==> src/dstwr_pkg.sv <==
package dstwr_pkg;

  localparam int unsigned TsW    = 32;
  localparam int unsigned NumW   = 2 * TsW;
  localparam int unsigned DvsW   = TsW + 2;
  localparam int unsigned ScaleW = 20;
  localparam int unsigned TofW   = 32;
  localparam int unsigned DistW  = 34;
  localparam int unsigned ProdW  = TofW + ScaleW;
  localparam int unsigned FracW  = 16;

  localparam logic [ScaleW-1:0] ScaleReset = ScaleW'(307387);

  typedef struct packed {
    logic            neg;
    logic            zero;
    logic [DvsW-1:0] dvs;
    logic [DvsW-1:0] rem;
    logic [NumW-1:0] num;
    logic [NumW-1:0] quo;
  } div_t;

endpackage

==> src/dstwr_div_cell.sv <==
module dstwr_div_cell (
  input  logic            clk_i,
  input  logic            rst_ni,
  input  logic            en_i,
  input  logic            vld_i,
  input  dstwr_pkg::div_t div_i,
  output logic            vld_o,
  output dstwr_pkg::div_t div_o
);

  localparam int unsigned NumW = dstwr_pkg::NumW;
  localparam int unsigned DvsW = dstwr_pkg::DvsW;

  logic            vld_q;
  dstwr_pkg::div_t div_q, div_d;
  logic [DvsW:0]   rem_sh;
  logic            ge;

  always_comb begin
    rem_sh = {div_i.rem, div_i.num[NumW-1]};
    ge     = rem_sh >= {1'b0, div_i.dvs};
    div_d      = div_i;
    div_d.num  = {div_i.num[NumW-2:0], 1'b0};
    div_d.quo  = {div_i.quo[NumW-2:0], ge};
    div_d.rem  = ge ? DvsW'(rem_sh - {1'b0, div_i.dvs}) : rem_sh[DvsW-1:0];
  end

  always_ff @(posedge clk_i or negedge rst_ni) begin
    if (!rst_ni) begin
      vld_q <= 1'b0;
    end else if (en_i) begin
      vld_q <= vld_i;
    end
  end

  always_ff @(posedge clk_i) begin
    if (en_i) begin
      div_q <= div_d;
    end
  end

  assign vld_o = vld_q;
  assign div_o = div_q;

endmodule

==> config.mk <==
export PLATFORM = sky130hd
export DESIGN_NAME = dstwr_div_cell
export DESIGN_NICKNAME = d
export VERILOG_FILES = /design/src/dstwr_pkg.sv /design/src/dstwr_div_cell.sv
export SDC_FILE = /design/constraint.sdc
export NUM_CORES = 1
export LEC_CHECK = 0
export BUFFER_PORTS_ARGS = -buffer_cell sky130_fd_sc_hd__buf_2
export CAP_MARGIN = 20
export CORE_AREA = 2 2 157 159
export CTS_BUF_LIST = sky130_fd_sc_hd__clkbuf_4 sky130_fd_sc_hd__clkbuf_8 sky130_fd_sc_hd__clkbuf_16
export DETAILED_ROUTE_END_ITERATION = 8
export DIE_AREA = 0 0 159 161
export PLACE_DENSITY = 0.69
export SYNTH_ARGS = -nofsm -noshare
export SYNTH_HDL_FRONTEND = slang
export SYNTH_SLANG_ARGS = --single-unit
==> constraint.sdc <==
create_clock -name clk_i -period 0.86 [get_ports clk_i]
set_clock_uncertainty 0.2 [all_clocks]
set_input_delay 0.086 -clock clk_i [delete_from_list [all_inputs] [get_ports clk_i]]
set_output_delay 0.086 -clock clk_i [all_outputs]
set_load 0.02 [all_outputs]
==> results.md <==
* Status: finished with violations
* Violations in the final reports: negative hold slack, negative setup slack
* Cells after Synth at 580
* Mean Syn Cell Area at 14.4 um^2
* Root Driver: clkbuf_16
* Mapped cell area at 8340 um^2
* Max-Cap Viols at 0
* Die area at ~26000 um^2
* Area delta synth->final at 92.4%
* Chip height at 161 um
* Clk sink count at ~200
* GRT met3 Usage at 0.0704
* Fmax at 0.422 GHz
* Clk slew on worst S/H paths at 80 ps
* Antenna violations before repair at 8
* Max-slew violation count at 0
* Area contributors post-synth: edfxtp_1, ha_1, o21ai_0
* Pwr Total at between 20000 and 30000 uW
* Met1 Resource Use GR at 0.288
* CTS tree: done
* Share of the synthesized area in the top cell type at 0.710
* Max incr delay on CP at 340 ps
* Top delay family on crit path: compound AO/OA/AOI/OAI gates
* HPWL Detailed at 22.1 mm
* I/O Buffers at 398
* GRT Resource Usage Total at 0.249
* R2R Setup Slk at -110 ps
* Synthesized flop and latch total at 198
* Grt met2 use at 0.444
* Setup Crit Path Kind: input pin to register
* Clock Latency Late Sink at 420 ps
* Hold buffer count at CTS at 173
* Maximum VDD drop at 1.06 mV
* Post-synth EDFFs at 197
* Pleak at about 0.007 uW
* Share of the yosys chip area belonging to registers at 0.713
* Floorplan row count at 57
* Hold_ws at -317 ps
* RSZ-0062 raised after global routing: true
* Gpl congestion at 0.900
* Syn nets at 817
* Crit-path cells: buf_12 -> inv_12 -> ha_4 -> inv_2 -> fa_2 -> a21oi_2 -> o211ai_1 -> a211oi_2 -> o22ai_2 -> o2111ai_2 -> a41oi_2 -> or3_1 -> a31o_1
* Avg WL per Cell at 20.4 um
* Clock Tree Buf Depth at 2
* Ys Warns at 0
* Post-DP Area at 12000 um^2
* Initial core utilization at 0.348
* Drc violations at 0
* Vias at about 8000
* Die width at 159 um
* I/O Pins at about 400
* Commonest non-fill, non-tap cell in the layout: buf_2
* Setup ws final at -1510 ps
* WP buf/inv at 3
* Fin. Hold Viols at 45
* Vias per inst at around 4.8
* Final net count at approximately 1500
* Non-Filler Instances at 1647
* CP Capture Type: register
* Vias in the first global route at 8072
* Top Usage Layer GRT: met2
* CP startpoint kind: input pin
* Synth Flop Type: edfxtp_1
* DRT Wirelength at 33.6 mm
* 1st-pass router iterations at 5
* DP Cell Count at 1419
* Yosys top cell by area: edfxtp_1
* Least-Margin Pin Slew at just over 500 ps
* CP max FO at 2
* Final setup fails at about 240
* Highest-count cells in the layout ignoring fill and taps: buf_2, edfxtp_1, dlygate4sd3_1
* Detailed Route Iter0 Violations at 513
* Min-delay worst type: input pin to register
* Fin area at ~16000 um^2
* Crit path time final at approximately 2400 ps
* CP max stage cell: fa_2
* Worst Path Required at 840 ps
* Num CTS Buffers at 17
* ANT nets after route at 0
* GRT overflow at 0
* CTS H-tree lvls at 4
* Final worst-path cycle share at 2.76
* Pwr/cell area at about 1800 nW/um^2
* Share of layout cells above drive strength 1 at 0.522
* Core area at 24000 um^2
* Util after Layout at 0.669
* Cell variety after synth at 58
* Largest net degree at the start of global routing at 23
* Critical Path AT at 2350 ps
* Post-synthesis async set-or-reset flop share at 0.00505
* Worst rel slew slack at 0.654
* Global-route wire length before repair at 48.4 mm
==> worst paths after layout <==
| kind | start | endpoint | depth (start not counted) |
|---|---|---|---|
| max in group asynchronous | rst_ni | vld_o$_DFFE_PN0P_ | 3 |
| setup reg to reg | vld_o$_DFFE_PN0P_ | vld_o$_DFFE_PN0P_ | 1 |
| hold reg to reg | vld_o$_DFFE_PN0P_ | vld_o$_DFFE_PN0P_ | 1 |
| min in group asynchronous | rst_ni | vld_o$_DFFE_PN0P_ | 3 |
| setup / recovery | div_i[127] | div_o[160]$_DFFE_PP_ | 13 |
| hold / removal | div_i[162] | div_o[162]$_DFFE_PP_ | 1 |
==> cell usage after synthesis, types with 2 or more instances <==
| cell type | count |
|---|---|
| and3_1 | 3 |
| edfxtp_1 | 197 |
| or3_1 | 3 |
| o31ai_1 | 4 |
| nor2b_1 | 2 |
| nor3_1 | 6 |
| clkbuf_2 | 3 |
| inv_1 | 41 |
| a221oi_1 | 2 |
| nand2_1 | 52 |
| xor2_1 | 13 |
| o21bai_1 | 4 |
| o211ai_1 | 4 |
| nand3_1 | 7 |
| a211oi_1 | 3 |
| a21o_1 | 11 |
| buf_4 | 4 |
| nand2b_1 | 4 |
| nand4_1 | 9 |
| o21a_1 | 3 |
| nor4_1 | 2 |
| mux2_2 | 4 |
| and2_1 | 4 |
| buf_2 | 4 |
| clkbuf_1 | 9 |
| a31oi_1 | 3 |
| a21oi_1 | 32 |
| ha_1 | 34 |
| a21oi_2 | 2 |
| o21ai_0 | 44 |
| o21ai_1 | 4 |
| nor2_1 | 22 |
| xnor2_1 | 16 |
==> sequential cells by signal (all words and copies together), names as in the netlist <==
signal and count:
div_o 197, vld_o 1
==> what timing repair did <==
action                     CTS  global route
cloned                       2             0
setup endpoints to repair  234           234
pin swaps                   30            30
gates resized for setup    300           145
hold endpoints to repair   220            45
buffers inserted            14             9
==> area by class of cell <==
type / instances / area, um^2
multi-input cells: 318 / 2690
clock buffers: 17 / 425
clock inverters: 15 / 220
repair buffers: 727 / 6140
diodes: 6 / 15.0
fillers: 1620 / 7930
inverters: 42 / 195
flip-flops and latches: 198 / 5940
well taps: 324 / 405
==> routing by layer <==
layer / vias to the layer above / share of wire
met2: 354 / 0.52
li1: 3627 / -
met5: - / 0.0015
met4: 8 / 0.039
met3: 78 / 0.067
met1: 3778 / 0.38
==> per-stage QoR <==
stage          worst slack, ps  setup TNS (ps)
2_1_floorplan            -1840          -53100
3_3_place_gp             -2010         -101830
3_5_place_dp             -2080         -104250
4_1_cts                  -1440         -128140
5_1_grt                  -1630         -135480
6_report                 -1510         -125820
==> cell families after synthesis <==
kind of cell    after synthesis  share of synthesized area
compound gates              131                     0.0983
xor+xnor                     29                     0.0305
fa+ha+maj                    35                     0.0534
buf+inv                      64                     0.0339
flops                       198                      0.713
mux                           5                    0.00675
other cells                   1                   0.000450
simple gates                117                     0.0639
==> where the power goes <==
part	internal, uW	switching, uW	total, uW
sequential	11700	450	12100
combinational	4100	3860	7960
clock	4320	4240	8560
(Power assumes the default switching activity.)
