## src/dstwr_pkg.sv

```systemverilog
package dstwr_pkg;

  localparam int unsigned TsW    = 32;
  localparam int unsigned NumW   = 2 * TsW;
  localparam int unsigned DvsW   = TsW + 2;
  localparam int unsigned ScaleW = 20;
  localparam int unsigned TofW   = 32;
  localparam int unsigned DistW  = 34;
  localparam int unsigned ProdW  = TofW + ScaleW;
  localparam int unsigned FracW  = 16;

  localparam logic [ScaleW-1:0] ScaleReset = ScaleW'(307387);

  typedef struct packed {
    logic            neg;
    logic            zero;
    logic [DvsW-1:0] dvs;
    logic [DvsW-1:0] rem;
    logic [NumW-1:0] num;
    logic [NumW-1:0] quo;
  } div_t;

endpackage

```

## src/dstwr_back.sv

```systemverilog
module dstwr_back (
  input  logic                                clk_i,
  input  logic                                rst_ni,
  input  logic                                en_i,
  input  logic                                vld_i,
  input  dstwr_pkg::div_t                     div_i,
  input  logic [dstwr_pkg::ScaleW-1:0]        scale_i,
  output logic                                vld_o,
  output logic signed [dstwr_pkg::TofW-1:0]   tof_o,
  output logic signed [dstwr_pkg::DistW-1:0]  dist_o,
  output logic                                zero_o,
  output logic                                sat_o
);

  localparam int unsigned NumW  = dstwr_pkg::NumW;
  localparam int unsigned TofW  = dstwr_pkg::TofW;
  localparam int unsigned DistW = dstwr_pkg::DistW;
  localparam int unsigned ProdW = dstwr_pkg::ProdW;
  localparam int unsigned FracW = dstwr_pkg::FracW;
  localparam int unsigned MagW  = ProdW - FracW + 1;

  localparam logic [TofW-1:0]  NegLim  = {1'b1, {(TofW-1){1'b0}}};
  localparam logic [TofW-1:0]  PosLim  = {1'b0, {(TofW-1){1'b1}}};
  localparam logic [MagW-1:0]  DNegMag = MagW'({1'b1, {(DistW-1){1'b0}}});
  localparam logic [MagW-1:0]  DPosMax = MagW'({1'b0, {(DistW-1){1'b1}}});

  logic [2:0]       vld_q;
  logic [TofW-1:0]  mag_d, mag_q, tof_d, tof_a_q, tof_b_q, tof_q;
  logic             neg_d, neg_a_q, neg_b_q;
  logic             sat_d, sat_a_q, sat_b_q, sat_q;
  logic             zero_a_q, zero_b_q, zero_q;
  logic [ProdW-1:0] prod_q;
  logic [MagW-1:0]  dmag;
  logic [DistW-1:0] dist_d, dist_q;
  logic             hi_nz;

  always_comb begin
    hi_nz = |div_i.quo[NumW-1:TofW];
    if (div_i.neg) begin
      sat_d = hi_nz || (div_i.quo[TofW-1] && (|div_i.quo[TofW-2:0]));
      mag_d = sat_d ? NegLim : div_i.quo[TofW-1:0];
    end else begin
      sat_d = hi_nz || div_i.quo[TofW-1];
      mag_d = sat_d ? PosLim : div_i.quo[TofW-1:0];
    end
    if (div_i.zero) begin
      sat_d = 1'b0;
      mag_d = '0;
    end
    neg_d = div_i.neg && (mag_d != '0);
    tof_d = neg_d ? (~mag_d + 1'b1) : mag_d;
  end

  always_comb begin
    if (neg_b_q) begin
      dmag = MagW'((ProdW+1)'(prod_q) + (ProdW+1)'({FracW{1'b1}}) >> FracW);
      if (dmag > DNegMag) dmag = DNegMag;
      dist_d = DistW'(~dmag + 1'b1);
    end else begin
      dmag = MagW'(prod_q >> FracW);
      if (dmag > DPosMax) dmag = DPosMax;
      dist_d = DistW'(dmag);
    end
  end

  always_ff @(posedge clk_i or negedge rst_ni) begin
    if (!rst_ni) begin
      vld_q <= '0;
    end else if (en_i) begin
      vld_q <= {vld_q[1:0], vld_i};
    end
  end

  always_ff @(posedge clk_i) begin
    if (en_i) begin
      mag_q    <= mag_d;
      tof_a_q  <= tof_d;
      neg_a_q  <= neg_d;
      sat_a_q  <= sat_d;
      zero_a_q <= div_i.zero;
      prod_q   <= ProdW'(mag_q) * ProdW'(scale_i);
      tof_b_q  <= tof_a_q;
      neg_b_q  <= neg_a_q;
      sat_b_q  <= sat_a_q;
      zero_b_q <= zero_a_q;
      tof_q    <= tof_b_q;
      dist_q   <= dist_d;
      sat_q    <= sat_b_q;
      zero_q   <= zero_b_q;
    end
  end

  assign vld_o  = vld_q[2];
  assign tof_o  = tof_q;
  assign dist_o = dist_q;
  assign zero_o = zero_q;
  assign sat_o  = sat_q;

endmodule

```

## config.mk

```make
export PLATFORM = sky130hd
export DESIGN_NAME = dstwr_back
export DESIGN_NICKNAME = d
export VERILOG_FILES = /design/src/dstwr_pkg.sv /design/src/dstwr_back.sv
export SDC_FILE = /design/constraint.sdc
export NUM_CORES = 2
export LEC_CHECK = 0
export BUFFER_PORTS_ARGS = -buffer_cell sky130_fd_sc_hd__buf_2
export CAP_MARGIN = 0
export CORE_UTILIZATION = 56
export DETAILED_ROUTE_END_ITERATION = 8
export PLACE_DENSITY = 0.82
export SLEW_MARGIN = 20
export SYNTH_ARGS = -nofsm -noshare
export SYNTH_HDL_FRONTEND = slang
export SYNTH_SLANG_ARGS = --single-unit
```

## constraint.sdc

```tcl
create_clock -name clk_i -period 19.55 [get_ports clk_i]
set_clock_uncertainty 0.2 [all_clocks]
set_input_delay 0.9775 -clock clk_i [delete_from_list [all_inputs] [get_ports clk_i]]
set_output_delay 0.9775 -clock clk_i [all_outputs]
set_load 0.02 [all_outputs]
```

==> qor.txt <==
Synth top area cells: fa_1, edfxtp_1, inv_1
Seq cells post-synth: 224
Non-filler cells, final: 3,943
Relative slew slack: 20.5%
Clock latency on the worst-skew pair: 0.53 ns
GP Congestion: 0.906
Final wirelength: 73,500 µm
Worst slew pin tran: 1.19 ns
# nets final: 4,150
Hold Path Class: input port to asynchronous set/reset pin
1st-iter DRT viols: 1,815
Yosys top cell by area: fa_1
I/O pin total: 291
Final cycle utilization of the critical path: 44.6%
Syn_area_per_cell: 9.66 µm²
Clock buffer depth: 3
Worst hold slack: 0.0438 ns
Reg area: 6710 µm²
Sink Count: 224
Register area share after synthesis: 21.7%
Worst Path Arrival: 8.91 ns
R2R Setup Slk: 10.83 ns
Total grt overflow: 0
Die Area: 56,200 µm²
Initial Util: 57.1%
Initial antenna violation count: 2
Period minus WS final: 8.72 ns
Global Route Usage Sum: 27.3%
CTS Buf Count: 23
Clk slew on worst S/H paths: 0.06 ns
DR WL/cell: 18.6 µm
Async SR Flop Fraction: 1.34%
Number of distinct library cells after synthesis: 90
Crit Path Max Fanout: 20
Antenna Nets Post-Route: 0
Filler cell count: 4,439
Hold buffers post-CTS: 0
Final hold violation count: 0
Core Area: 54,200 µm²
Share of cells above drive strength 1: 8.17%
Worst R2R End: prod_q[48]
EDFF count, synth: 221
Critical path endpoint category: flop
FMAX: 115 MHz
Largest net degree at the start of global routing: 83
CTS tree: done
Pre-antenna DRT Iters: 6
Max Cap Viol: 0
Mapped cell area: 31,000 µm²
Startpoint types: flop
DR vias/cell: 5.70
Post-synthesis instance total: 3,204
Post-DP HPWL: 54,700 µm
Footprint of the multi-input gates: 21,200 µm²
H-tree levels: 1
Worst setup path class: flop to flop
Post-CTS Setup Inserts: 0
Rows: 85
Drc violations: 0
Final setup viols: 0
Required time worst endpoint: 19.74 ns
Dpl cells: 3,899
Clock root buffer: clkbuf_16
Post-CTS Resized: 0
FF-to-FF path depth: 24
Reg2reg start: mag_q[14]
DIE HEIGHT: 237 µm
Die W: 237 µm
Total negative slack: 0 ns
DR vias: 22,500
Syn. warnings: 0
Synth Net Count: 4,126
Status: complete, no violations
Layout area overhead: 5.91%
Port bufs: 158
First-pass GRT wire length: 121,000 µm
Share of the synthesized area in the top cell type: 34.7%
RSZ-0062 raised after global routing: no
Main flop type after synthesis: edfxtp_1
Number of global-route vias before repair: 23,500
Max-slew violation count: 0
Critical Path Start: mag_q[14]
[state kept, by name, indices dropped and copies added, names as in the netlist]
| signal | cells |
|---|---|
| tof_o | 32 |
| vld_q | 3 |
| neg_a_q | 1 |
| zero_o | 1 |
| neg_b_q | 1 |
| sat_a_q | 1 |
| mag_q | 32 |
| prod_q | 52 |
| sat_o | 1 |
| tof_b_q | 32 |
| zero_a_q | 1 |
| sat_b_q | 1 |
| zero_b_q | 1 |
| dist_o | 34 |
| tof_a_q | 31 |
[stage by stage]
| step | util (%) | worst slack, ns | instance area (µm²) |
|---|---|---|---|
| floorplan | - | 11.50 | 31000 |
| finish | 60.5 | 10.83 | 32800 |
| global placement | 59.1 | 10.58 | 32100 |
| detailed placement | 59.1 | 10.53 | 32100 |
| global route | 60.4 | 10.45 | 32800 |
| CTS | 60.4 | 10.97 | 32800 |
[Yosys cell counts, drive strengths merged, types with 10 or more instances]
cell type / count
a21oi: 100
and3: 22
or3: 15
nor3: 28
fa: 536
nand2: 418
a31oi: 15
xnor2: 64
o31ai: 10
nand2b: 19
a21o: 30
nand4: 19
ha: 164
and2: 308
clkbuf: 159
inv: 607
nor4: 22
buf: 24
o21ai: 74
xor2: 31
edfxtp: 221
nor2b: 12
nor2: 136
nand3: 36
[cell families after synthesis]
kind of cell | share of synthesized area (%)
fa+ha+maj | 41.3
simple gates | 17.2
xor+xnor | 2.69
flops | 21.7
compound gates | 6.92
buf+inv | 9.79
mux | 0.396
[worst max-delay path, cell delays in order (launching register included)]
cell       delay [ns]
edfxtp_1         1.10
and2_1           0.27
fa_1             0.45
fa_1             0.52
inv_1            0.05
fa_1             0.52
inv_1            0.06
fa_1             0.52
fa_1             0.45
fa_1             0.54
inv_1            0.05
fa_1             0.53
inv_1            0.04
ha_1             0.37
a211oi_1         0.29
o21ai_0          0.15
a221o_1          0.33
a31oi_1          0.30
nand3_1          0.18
a31oi_1          0.24
o21ai_1          0.20
a31oi_1          0.40
o21ai_1          0.19
a2111oi_0        0.44
a311o_1          0.19
[cells in the final DEF, fill, tap and decap left out, types with 22 or more instances in the layout]
cell type  netlist  routed
fa_1           536     536
nor3_1          23      23
xnor2_1         64      64
o21ai_0         53      53
inv_1          607     607
edfxtp_1       221     221
xor2_1          31      31
and2_1         308     308
nor2_1         134     134
buf_2           12     157
nand2_1        416     416
buf_4            4      24
and3_1          22      22
clkbuf_16        0      23
a21oi_1         98      98
nand3_1         35      35
a21o_1          30      30
ha_1           164     164
[layer usage]
metal  GRT usage (%)  wire (µm)
met1            35.7      28700
met5               0         22
met4            7.51       2030
met3            7.41       8170
met2            44.9      34600
[area by class of cell]
type / count / share of cell area [%]
Inverter: 608 / 6.96
Tap cell: 696 / 2.66
Clock buffer: 28 / 1.81
Clock inverter: 14 / 0.382
Sequential cell: 224 / 20.5
Multi-Input combinational cell: 2189 / 64.7
Antenna cell: 2 / 0.0153
Timing Repair Buffer: 182 / 2.99
[worst max-delay path by stage]
stage                       to  slack [ns]  depth (start not counted)
floorplan           prod_q[39]       11.50                         26
global placement    prod_q[50]       10.58                         26
detailed placement  prod_q[50]       10.53                         26
CTS                 prod_q[48]       10.97                         24
global route        prod_q[48]       10.45                         24
finish              prod_q[48]       10.83                         24
Power is left out: the tool's default activity adds up to more than one toggle a clock period on the data nets, which glitch-free logic cannot reach.
